## src/rtl/core/two_class_age_ordered_queue_core_assert.svh

```systemverilog
// Assertion macros shared by the two-class age-ordered queue RTL.
`ifndef TWO_CLASS_AGE_ORDERED_QUEUE_CORE_ASSERT_SVH
`define TWO_CLASS_AGE_ORDERED_QUEUE_CORE_ASSERT_SVH
`ifndef SYNTHESIS
// Property checked at every rising edge outside reset.
`define TCQ_ASSERT(label, clk, rstn, prop) \
    label: assert property (@(posedge clk) disable iff (!(rstn)) (prop)) \
        else $error("tcq assertion failed");
// Property checked at every rising edge, reset included.
`define TCQ_ASSERT_ALWAYS(label, clk, prop) \
    label: assert property (@(posedge clk) (prop)) \
        else $error("tcq assertion failed");
`else
`define TCQ_ASSERT(label, clk, rstn, prop)
`define TCQ_ASSERT_ALWAYS(label, clk, prop)
`endif
`endif

```

## src/rtl/core/tcq_pkg.sv

```systemverilog
// Types, codes and defaults of the two-class age-ordered queue.
`default_nettype none
package tcq_pkg;

    localparam int DEF_QUEUE_DEPTH = 16;
    localparam int DEF_ID_WIDTH    = 16;
    localparam int DEF_STAMP_WIDTH = 32;

    localparam int IN_ID_W  = 16;
    localparam int OUT_ID_W = 16;

    localparam logic [1:0] FUNC_ADD = 2'd0;
    localparam logic [1:0] FUNC_ANY = 2'd1;
    localparam logic [1:0] FUNC_DOG = 2'd2;
    localparam logic [1:0] FUNC_CAT = 2'd3;

    localparam logic [1:0] STATUS_OK    = 2'd0;
    localparam logic [1:0] STATUS_EMPTY = 2'd1;
    localparam logic [1:0] STATUS_FULL  = 2'd2;

    localparam logic KIND_DOG = 1'b0;
    localparam logic KIND_CAT = 1'b1;

    typedef struct packed {
        logic [1:0]          func;
        logic                kind;
        logic [IN_ID_W-1:0]  item_id;
    } tcq_in_t;

    typedef struct packed {
        logic [OUT_ID_W-1:0] out_id;
        logic                out_kind;
        logic [1:0]          status;
        logic                dog_empty;
        logic                cat_empty;
        logic                all_empty;
    } tcq_out_t;

    // Per-queue commands from the top level.
    typedef struct packed {
        logic push;
        logic read;
        logic pop;
    } tcq_fifo_ctrl_t;

    // Per-queue occupancy flags.
    typedef struct packed {
        logic empty;
        logic one;
        logic full;
    } tcq_fifo_stat_t;

endpackage
`default_nettype wire

```

## src/rtl/core/tcq_ram.sv

```systemverilog
// Generic single-write, single-read RAM with registered read data.
`default_nettype none
module tcq_ram #(
    parameter int WIDTH = 8,
    parameter int DEPTH = 16
) (
    input  wire logic                     aclk,
    input  wire logic                     wr_en,
    input  wire logic [$clog2(DEPTH)-1:0] wr_addr,
    input  wire logic [WIDTH-1:0]         wr_data,
    input  wire logic                     rd_en,
    input  wire logic [$clog2(DEPTH)-1:0] rd_addr,
    output logic      [WIDTH-1:0]         rd_data
);

    logic [WIDTH-1:0] mem [DEPTH];

    always_ff @(posedge aclk) begin
        if (wr_en) begin
            mem[wr_addr] <= wr_data;
        end
        if (rd_en) begin
            rd_data <= mem[rd_addr];
        end
    end

endmodule
`default_nettype wire

```

## src/rtl/core/tcq_fifo.sv

```systemverilog
// One class queue: head and fill pointers around a RAM of ids and stamps.
`default_nettype none
`include "two_class_age_ordered_queue_core_assert.svh"
module tcq_fifo #(
    parameter int QUEUE_DEPTH = 16,
    parameter int ID_WIDTH    = 16,
    parameter int STAMP_WIDTH = 32
) (
    input  wire logic                       aclk,
    input  wire logic                       aresetn,
    input  wire tcq_pkg::tcq_fifo_ctrl_t    ctrl,
    input  wire logic [ID_WIDTH-1:0]        wr_id,
    input  wire logic [STAMP_WIDTH-1:0]     wr_stamp,
    output logic      [ID_WIDTH-1:0]        rd_id,
    output logic      [STAMP_WIDTH-1:0]     rd_stamp,
    output tcq_pkg::tcq_fifo_stat_t         stat
);
    import tcq_pkg::*;

    localparam int PTR_W  = $clog2(QUEUE_DEPTH);
    localparam int FILL_W = $clog2(QUEUE_DEPTH + 1);
    localparam int SUM_W  = $clog2(2 * QUEUE_DEPTH);
    localparam int WORD_W = ID_WIDTH + STAMP_WIDTH;

    logic [PTR_W-1:0]  head_reg, head_next;
    logic [FILL_W-1:0] fill_reg, fill_next;
    logic [SUM_W-1:0]  tail_sum;
    logic [PTR_W-1:0]  tail;
    logic [WORD_W-1:0] rd_word;

    // Tail sits below twice the depth: one compare and subtract wraps it.
    always_comb begin
        tail_sum = SUM_W'(head_reg) + SUM_W'(fill_reg);
        if (tail_sum >= SUM_W'(QUEUE_DEPTH)) begin
            tail = PTR_W'(tail_sum - SUM_W'(QUEUE_DEPTH));
        end else begin
            tail = PTR_W'(tail_sum);
        end
    end

    always_comb begin
        head_next = head_reg;
        fill_next = fill_reg;
        if (ctrl.push) begin
            fill_next = fill_reg + FILL_W'(1);
        end else if (ctrl.pop) begin
            fill_next = fill_reg - FILL_W'(1);
            if (head_reg == PTR_W'(QUEUE_DEPTH - 1)) begin
                head_next = '0;
            end else begin
                head_next = head_reg + PTR_W'(1);
            end
        end
    end

    always_ff @(posedge aclk) begin
        if (!aresetn) begin
            head_reg <= '0;
            fill_reg <= '0;
        end else begin
            head_reg <= head_next;
            fill_reg <= fill_next;
        end
    end

    tcq_ram #(
        .WIDTH (WORD_W),
        .DEPTH (QUEUE_DEPTH)
    ) u_ram (
        .aclk    (aclk),
        .wr_en   (ctrl.push),
        .wr_addr (tail),
        .wr_data ({wr_id, wr_stamp}),
        .rd_en   (ctrl.read),
        .rd_addr (head_reg),
        .rd_data (rd_word)
    );

    assign rd_id    = rd_word[WORD_W-1:STAMP_WIDTH];
    assign rd_stamp = rd_word[STAMP_WIDTH-1:0];

    assign stat.empty = (fill_reg == '0);
    assign stat.one   = (fill_reg == FILL_W'(1));
    assign stat.full  = (fill_reg == FILL_W'(QUEUE_DEPTH));

    `TCQ_ASSERT(a_fill_bound, aclk, aresetn, fill_reg <= FILL_W'(QUEUE_DEPTH))
    `TCQ_ASSERT(a_push_not_full, aclk, aresetn, ctrl.push |-> !stat.full)
    `TCQ_ASSERT(a_pop_moves_fill, aclk, aresetn,
        (ctrl.pop && !ctrl.push) |=> fill_reg == $past(fill_reg) - FILL_W'(1))

endmodule
`default_nettype wire

```

## src/rtl/core/two_class_age_ordered_queue_core.sv

```systemverilog
// Top level of the two-class age-ordered queue: request control and result register.
`default_nettype none
`include "two_class_age_ordered_queue_core_assert.svh"
// Each item passes an accept step (RAM write or head read) and a commit step that
//   uses the registered head data and moves the pointers; the result is registered at
//   commit. No new item is taken until the commit.
// A stalled output holds the commit cycle until the result register frees.
// Reset (aresetn low, synchronous): both queues empty, arrival counter zero,
//   no result pending. RAM contents are not cleared; no clearing pass.
module two_class_age_ordered_queue_core #(
    parameter int QUEUE_DEPTH = tcq_pkg::DEF_QUEUE_DEPTH,
    parameter int ID_WIDTH    = tcq_pkg::DEF_ID_WIDTH,
    parameter int STAMP_WIDTH = tcq_pkg::DEF_STAMP_WIDTH
) (
    input  wire logic             aclk,
    input  wire logic             aresetn,
    input  wire logic             s_valid,
    output logic                  s_ready,
    input  wire tcq_pkg::tcq_in_t s_item,
    output logic                  m_valid,
    input  wire logic             m_ready,
    output tcq_pkg::tcq_out_t     m_item
);
    import tcq_pkg::*;

    localparam logic [0:0] ST_IDLE = 1'b0;
    localparam logic [0:0] ST_WORK = 1'b1;

    // Control state.
    logic [0:0]             state_reg, state_next;
    logic [STAMP_WIDTH-1:0] stamp_reg, stamp_next;
    logic                   m_valid_reg, m_valid_next;

    // Request held from accept to commit.
    tcq_in_t  req_reg;
    logic     add_full_reg;
    tcq_out_t m_item_reg, m_item_next;

    logic accept;
    logic commit;
    logic add_ok;
    logic add_full;

    tcq_fifo_ctrl_t dog_ctrl, cat_ctrl;
    tcq_fifo_stat_t dog_stat, cat_stat;
    logic [ID_WIDTH-1:0]    wr_id;
    logic [ID_WIDTH-1:0]    dog_id, cat_id;
    logic [STAMP_WIDTH-1:0] dog_stamp, cat_stamp;
    logic [STAMP_WIDTH-1:0] stamp_diff;

    logic pop_dog, pop_cat;

    // ------------------------------------------------------------------
    // Accept side: one item at a time; a finished result may still wait
    // in the output register while the next item is taken.
    // ------------------------------------------------------------------
    assign s_ready = (state_reg == ST_IDLE);
    assign accept  = s_valid && s_ready;
    assign commit  = (state_reg == ST_WORK) && (!m_valid_reg || m_ready);

    // Full check of the target class at accept time.
    assign add_full = (s_item.kind == KIND_CAT) ? cat_stat.full : dog_stat.full;
    assign add_ok   = accept && (s_item.func == FUNC_ADD) && !add_full;
    assign wr_id    = ID_WIDTH'(s_item.item_id);

    // Write the tail on an accepted add that found room, read both heads on every accept, pop at commit.
    always_comb begin
        dog_ctrl.push = add_ok && (s_item.kind == KIND_DOG);
        dog_ctrl.read = accept;
        dog_ctrl.pop  = pop_dog;
        cat_ctrl.push = add_ok && (s_item.kind == KIND_CAT);
        cat_ctrl.read = accept;
        cat_ctrl.pop  = pop_cat;
    end

    tcq_fifo #(
        .QUEUE_DEPTH (QUEUE_DEPTH),
        .ID_WIDTH    (ID_WIDTH),
        .STAMP_WIDTH (STAMP_WIDTH)
    ) u_dog (
        .aclk     (aclk),
        .aresetn  (aresetn),
        .ctrl     (dog_ctrl),
        .wr_id    (wr_id),
        .wr_stamp (stamp_reg),
        .rd_id    (dog_id),
        .rd_stamp (dog_stamp),
        .stat     (dog_stat)
    );

    tcq_fifo #(
        .QUEUE_DEPTH (QUEUE_DEPTH),
        .ID_WIDTH    (ID_WIDTH),
        .STAMP_WIDTH (STAMP_WIDTH)
    ) u_cat (
        .aclk     (aclk),
        .aresetn  (aresetn),
        .ctrl     (cat_ctrl),
        .wr_id    (wr_id),
        .wr_stamp (stamp_reg),
        .rd_id    (cat_id),
        .rd_stamp (cat_stamp),
        .stat     (cat_stat)
    );

    // Modular age compare: dog is older when dog minus cat is negative.
    assign stamp_diff = dog_stamp - cat_stamp;

    // ------------------------------------------------------------------
    // Commit: pick the queue, form the result, report flags after the pop.
    // Pointers only move here or at accept, and the two never overlap, so
    // the head data read at accept is still current.
    // ------------------------------------------------------------------
    always_comb begin
        logic pick_dog;
        logic pick_cat;
        logic dog_empty_after;
        logic cat_empty_after;

        pick_dog = 1'b0;
        pick_cat = 1'b0;
        unique case (req_reg.func)
            FUNC_ADD: begin
                pick_dog = 1'b0;
            end
            FUNC_DOG: begin
                pick_dog = !dog_stat.empty;
            end
            FUNC_CAT: begin
                pick_cat = !cat_stat.empty;
            end
            FUNC_ANY: begin
                priority if (!dog_stat.empty && !cat_stat.empty) begin
                    pick_dog = stamp_diff[STAMP_WIDTH-1];
                    pick_cat = !stamp_diff[STAMP_WIDTH-1];
                end else if (!dog_stat.empty) begin
                    pick_dog = 1'b1;
                end else begin
                    pick_cat = !cat_stat.empty;
                end
            end
            default: begin
                pick_dog = 1'b0;
            end
        endcase

        pop_dog = commit && pick_dog;
        pop_cat = commit && pick_cat;

        dog_empty_after = pick_dog ? dog_stat.one : dog_stat.empty;
        cat_empty_after = pick_cat ? cat_stat.one : cat_stat.empty;

        m_item_next.out_id    = '0;
        m_item_next.out_kind  = KIND_DOG;
        m_item_next.status    = STATUS_OK;
        m_item_next.dog_empty = dog_empty_after;
        m_item_next.cat_empty = cat_empty_after;
        m_item_next.all_empty = dog_empty_after && cat_empty_after;

        if (req_reg.func == FUNC_ADD) begin
            m_item_next.status = add_full_reg ? STATUS_FULL : STATUS_OK;
        end else if (pick_dog) begin
            m_item_next.out_id = OUT_ID_W'(dog_id);
        end else if (pick_cat) begin
            m_item_next.out_id   = OUT_ID_W'(cat_id);
            m_item_next.out_kind = KIND_CAT;
        end else begin
            m_item_next.status = STATUS_EMPTY;
        end
    end

    // ------------------------------------------------------------------
    // Sequencer, arrival counter and result valid.
    // ------------------------------------------------------------------
    always_comb begin
        state_next   = state_reg;
        stamp_next   = stamp_reg;
        m_valid_next = m_valid_reg;

        if (m_valid_reg && m_ready) begin
            m_valid_next = 1'b0;
        end
        unique case (state_reg)
            ST_IDLE: begin
                if (accept) begin
                    state_next = ST_WORK;
                end
            end
            ST_WORK: begin
                if (commit) begin
                    state_next   = ST_IDLE;
                    m_valid_next = 1'b1;
                end
            end
            default: begin
                state_next = ST_IDLE;
            end
        endcase

        // Advance the stamp only on an add that found room.
        if (add_ok) begin
            stamp_next = stamp_reg + STAMP_WIDTH'(1);
        end
    end

    always_ff @(posedge aclk) begin
        if (!aresetn) begin
            state_reg   <= ST_IDLE;
            stamp_reg   <= '0;
            m_valid_reg <= 1'b0;
        end else begin
            state_reg   <= state_next;
            stamp_reg   <= stamp_next;
            m_valid_reg <= m_valid_next;
        end
    end

    // Payload registers: hold request until commit, result until taken.
    always_ff @(posedge aclk) begin
        if (accept) begin
            req_reg      <= s_item;
            add_full_reg <= add_full;
        end
        if (commit) begin
            m_item_reg <= m_item_next;
        end
    end

    assign m_valid = m_valid_reg;
    assign m_item  = m_item_reg;

    `TCQ_ASSERT(a_one_pop, aclk, aresetn, $onehot0({pop_dog, pop_cat}))
    `TCQ_ASSERT(a_pop_has_entry, aclk, aresetn,
        (!pop_dog || !dog_stat.empty) && (!pop_cat || !cat_stat.empty))
    `TCQ_ASSERT(a_stamp_holds, aclk, aresetn, !add_ok |=> $stable(stamp_reg))
    `TCQ_ASSERT(a_accept_to_work, aclk, aresetn, accept |=> state_reg == ST_WORK)

endmodule
`default_nettype wire

```

## config.mk

```make
export PLATFORM = sky130hd
export DESIGN_NAME = two_class_age_ordered_queue_core
export DESIGN_NICKNAME = d
export VERILOG_FILES = /design/src/rtl/core/tcq_pkg.sv /design/src/rtl/core/tcq_ram.sv /design/src/rtl/core/tcq_fifo.sv /design/src/rtl/core/two_class_age_ordered_queue_core.sv
export VERILOG_INCLUDE_DIRS = /design/src /design/src/rtl/core
export SDC_FILE = /design/constraint.sdc
export NUM_CORES = 2
export LEC_CHECK = 0
export CAP_MARGIN = 15
export CELL_PAD_IN_SITES_DETAIL_PLACEMENT = 1
export CELL_PAD_IN_SITES_GLOBAL_PLACEMENT = 1
export CORE_MARGIN = 2
export CORE_UTILIZATION = 51
export DETAILED_ROUTE_END_ITERATION = 12
export DONT_BUFFER_PORTS = 1
export PLACE_DENSITY_LB_ADDON = 0.1
export SYNTH_ARGS = -nofsm -noshare
export SYNTH_HDL_FRONTEND = slang
export SYNTH_SLANG_ARGS = --single-unit
```

## constraint.sdc

```tcl
create_clock -name aclk -period 9.04 [get_ports aclk]
set_clock_uncertainty 0.2 [all_clocks]
set_input_delay 1.808 -clock aclk [delete_from_list [all_inputs] [get_ports aclk]]
set_output_delay 1.808 -clock aclk [all_outputs]
set_load 0.01 [all_outputs]
```

Word-level counts from Yosys, hierarchy flattened --
Memories as Yosys holds them, arrays and structs flattened. A register that Yosys moved wholly into a read port is not among the register bits. Cells that the tools add are included.
Word-level totals: memory bits (writable) 1536, memories kept 2, register bits 77, output and inout bits 24, logic and storage cells 103
Memories:
- u_cat.u_ram.mem | words 16, bits a word 48, read ports 1, clocked after memory_dff 1, wr ports 1, RTL line tcq_ram.sv:16 | logic [WIDTH-1:0] mem [DEPTH];
- u_dog.u_ram.mem | words 16, bits a word 48, read ports 1, clocked after memory_dff 1, wr ports 1, RTL line tcq_ram.sv:16
Operators by class: magnitude comparators 2, equal/unequal tests 9, reductions and logical operators 26, add/sub/neg operators 12, muxes and demuxes 33, bitwise logic cells 4
Operator list (number):
- $add A32 B1 Y32 const B | 1
- $sub A32 B32 Y32 | 1
- $mux W5 | 4
- $mux W1 | 18
- $mux W17 | 1
- $mux W16 | 1
- $mux W4 | 4
- $logic_and A1 B1 Y1 | 11
- $add A4 B5 Y5 | 2
- $add A5 B1 Y5 const B | 2
- $eq A5 B1 Y1 const B | 2
- $eq A5 B5 Y1 const B | 2
- $ge A5 B5 Y1 const B | 2
- $logic_not A5 Y1 | 2
- $sub A5 B1 Y5 const B | 2
- $add A4 B1 Y4 const B | 2
- $eq A4 B4 Y1 const B | 2
- $sub A4 B1 Y4 const B | 2
- $pmux W1 S2 | 3
- $logic_not A1 Y1 | 5
- $eq A2 B2 Y1 const B | 2
- $logic_not A2 Y1 | 2
- $mux W2 | 2
- $not A1 Y1 | 4
- other kinds (5) | 7

Logic depth before layout (Yosys ltp) --
depth after elaboration 8, mapped depth 11, depth with buffers taken out 10

Cells and area by module --
From an unflattened synthesis, not the netlist that was laid out.
Unflattened totals: cells, all modules 3013, area, all modules 65238.8 µm²
Modules (own cells, without submodules):
- tcq_ram at u_dog.u_ram | area each 30175.2 µm², instances 1, cells an instance 1242
- tcq_ram at u_cat.u_ram | area each 30171.4 µm², instances 1, cells an instance 1242
- two_class_age_ordered_queue_core | area each 3611.0 µm², instances 1, cells an instance 391
- tcq_fifo | area each 640.6 µm², instances 2, cells an instance 69

Worst setup path before layout --
No wires, ideal clock.
path type input to register, from in s_item[18] (netlist bit), to mem u_dog.u_ram.mem[0][0] (netlist bit), enable pin, path buffers 1, arrival time 7.793 ns, required time 8.267 ns, setup time 0.573 ns, setup slack 0.475 ns, cell stages on the path 5, cells stage by stage or4b_4 > a221oi_4 > nand2b_1 > clkbuf_1 > nor4_1
On the way: longest elaborated chain between the ends 6
Ends and longest elaborated chain:
- start: declaration | RTL line two_class_age_ordered_queue_core.sv:19 | input wire tcq_pkg::tcq_in_t s_item,
- $logic_not A2 Y1 | RTL line two_class_age_ordered_queue_core.sv:63 | assign add_ok = accept && (s_item.func == FUNC_ADD) && !add_full;
- $logic_and A1 B1 Y1 (2 in series) | RTL line two_class_age_ordered_queue_core.sv:63
- $logic_and A1 B1 Y1 | RTL line two_class_age_ordered_queue_core.sv:68 | dog_ctrl.push = add_ok && (s_item.kind == KIND_DOG);
- $mux W1 | RTL line tcq_ram.sv:19 | if (wr_en) begin
- $mux W1 (implied by the code) | RTL line tcq_ram.sv:20 | mem[wr_addr] <= wr_data;
- end: declaration | RTL line tcq_ram.sv:16
Every way passes these cells.

Final worst setup path --
from in s_item[18] (netlist bit), to mem u_dog.u_ram.mem[13][34] (netlist bit), enable pin
The elaborated chain is that of the path after synthesis.

==> metrics.md <==
| Metric | Value |
|---|---|
| Status | `finished, final reports clean` |
| Placed cell count | `4410` |
| Remaining DRCs | `0` |
| Final WS setup | `3980 ps` |
| 1st-iter DRT viols | `3202` |
| Yosys cell types | `59` |
| Port Buf Inserts | `0` |
| Postcts setup bufs | `0` |
| CTS tree | `yes` |
| Switching Fraction | `between 10% and 20%` |
| Async set-reset flop share out of synthesis | `0%` |
| Max-slew violation count | `0` |
| Logic pwr share | `2.0%` |
| Required @ worst endpoint | `9230 ps` |
| Number of flops mapped to enable cells by yosys | `1657` |
| FF+latch count, synth | `1709` |
| GRT overflow | `0` |
| Biggest regs | `u_cat.u_ram.mem x768, u_dog.u_ram.mem x768` |
| CTS sink count | `1709` |
| Overall Power | `15.9 mW` |
| Post-layout util | `57.6%` |
| Top cells by area, synth | `edfxtp_1 (76%), mux4_2 (17%), dfxtp_1 (1.6%)` |
| Via count | `29574` |
| GRT Overall Usage | `23.5%` |
| Clock-pin slew on the worst setup and hold paths | `60 ps` |
| Max_slew headroom | `25.9%` |
| Synth area leader | `edfxtp_1` |
| Static leakage | `23.1 nW` |
| Post-DP Area | `around 68000 sq um` |
| Num ports | `47` |
| CP max-delay cell | `buf_4` |
| Post-DRT Antenna Nets | `0` |
| Clk buf depth | `3` |
| Yosys warning total | `0` |
| Kind of critical path | `primary input to register` |
| CTS Buf Count | `173` |
| Int Power | `roughly 13 mW` |
| Critical path capture point type | `register` |
| Sequential Area | `a little over 50000 sq um` |
| Top-count cell post-synth | `edfxtp_1` |
| Area grow syn2layout | `12.4%` |
| Avg Vias per Cell | `6.24` |
| Number of antenna violations at the first check in global routing | `10` |
| Total Routed Length | `151000 um` |
| Pre-antenna DRT Iters | `5` |
| Root Driver | `clkbuf_16` |
| Hold Buf Count CTS | `0` |
| Flop pwr share | `a little over half` |
| Crit-path max cell delay | `630 ps` |
| Setup TNS | `0 ps` |
| Die Y | `362 um` |
| Proportion of synthesized chip area in sequential cells | `77.8%` |
| NumNets Final | `between 3000 and 4000` |
| Max Fclk | `between 150 and 200 MHz` |
| Yosys top cell area share | `76.2%` |
| Final hold slack | `340 ps` |
| Worst min-delay path class | `register to register` |
| Layout Cells excl Fill | `4737` |
| Post-Synthesis Cells | `between 2000 and 3000` |
| Gpl congestion | `0.787` |
| Hold Fails Final Rpt | `0` |
| Post-synth top cells | `edfxtp_1 (1657), mux4_2 (480), clkbuf_1 (102), nor2_1 (74), dfxtp_1 (52)` |
| CP Cell Sequence | `or4b_4 -> a221oi_4 -> nand2b_1 -> nor2_1 -> nand2_1 -> nor2_4 -> buf_4` |
| Post-synthesis area per instance | `23.3 sq um` |
| H-Tree Depth | `4` |
| Dpl ws | `around 3200 ps` |
| Core box area | `between 100000 and 150000 sq um` |
| Max FO, Critical Path | `32` |
| First-pass GRT wire length | `221000 um` |
| Largest net degree at the start of global routing | `63` |
| Max cap viols | `0` |
| Die area | `approximately 130000 sq um` |
| Peak supply drop | `0.174 mV` |
| Cell area after synthesis | `65300 sq um` |
| Worst-skew pair later-pin latency | `770 ps` |
| P_sw | `3.14 mW` |
| Setup repair after global routing missed its margin | `no` |
| Hpwl dp | `~84000 um` |
| PostCTS Resize Cnt | `0` |
| Final Critical Period | `5060 ps` |
| Vias in the first global route | `around 31000` |
| FILL cells | `10326` |
| Synth Flop Type | `edfxtp_1` |
| Clock network power share | `43.3%` |
| Slew @ Worst Pin | `1110 ps` |
| DR WL/cell | `between 30 and 40 um` |
| Initial Utilization | `51.3%` |
| PD cells | `~220 nW/um^2` |
| Final setup violation count | `0` |
| Fin crit share | `56.0%` |
| Design area | `73400 sq um` |
| Mapped Nets | `2883` |
| Area of the multi-input gates | `approximately 14000 sq um` |
| Share of cells above drive strength 1 | `27.9%` |
| Die Wd | `~360 um` |
| Crit path DAT | `5250 ps` |
| Setup crit start kind | `primary input` |
| Row cnt | `131` |
[worst paths after layout]
path,to,slack [ps],cells after the start,startpoint
max,u_dog.u_ram.mem[13][34],3980,7,s_item[18]
min,u_cat.head_reg[2],340,2,u_cat.head_reg[2]
max reg2reg,u_dog.u_ram.mem[13][34],4610,7,state_reg
min reg2reg,u_cat.head_reg[2],340,2,u_cat.head_reg[2]
[logic make-up (layout without fill, tap and decap cells)]
kind of cell	Yosys count	count (layout)	share of synthesized area, %
multiplexers	489	489	16.7
buffers and inverters	176	442	1.03
flip-flops	1709	1709	77.8
adder cells (fa/ha/maj)	53	53	1.04
AO/OA/AOI/OAI	100	100	1.09
AND/OR/NAND/NOR	242	242	1.88
XOR/XNOR	38	38	0.510
other	0	2	0
[layer usage]
layer	global-route usage, %	routed length [um]	part of all wire (%)	vias to the layer above
li1	-	-	-	12187
met1	35.6	67200	44	16195
met2	36.7	72600	48	991
met3	3.69	9040	6.0	201
met4	5.29	2540	1.7	0
met5	0	0	0	-
[worst max-delay path: cells and delay by family]
kind,cells,cell delay [ps]
AO/OA/AOI/OAI,1,570
buffers and inverters,1,630
AND/OR/NAND/NOR,5,2170
[area by class of cell]
type | instances | share of cell area [%]
Clock inverter | 81 | 0.944
Sequential cell | 1709 | 69.2
Timing Repair Buffer | 84 | 1.09
Antenna cell | 2 | 0.00682
Tap cell | 1662 | 2.83
Multi-Input combinational cell | 922 | 19.2
Inverter | 44 | 0.225
Clock buffer | 233 | 6.46
[layout by cell type, fill, tap and decap left out, drive strengths merged, types with 3 or more instances in the layout]
master	count
mux4	480
nor3	13
a211oi	3
nand2b	11
nor2	75
xnor2	16
a21oi	29
buf	84
edfxtp	1657
bufinv	11
nor4	10
o211ai	4
xor2	22
a22o	17
nand4	24
or3	8
ha	51
inv	48
a21o	3
and2	6
nor2b	4
clkinvlp	4
clkbuf	233
and4	4
o31ai	3
dfxtp	52
nand3	19
nand2	51
o21ai	17
and3	8
clkinv	62
mux2i	9
a31oi	7
[power by group through the flow]
stage | clock network (mW) | registers (mW) | logic, mW
floorplan | 0 | 8.86 | 0.229
global placement | 0 | 8.87 | 0.315
detailed placement | 0 | 8.87 | 0.324
CTS | 7.03 | 8.70 | 0.326
global route | 7.30 | 8.70 | 0.352
finish | 6.90 | 8.70 | 0.325
(Power assumes the default switching activity.)
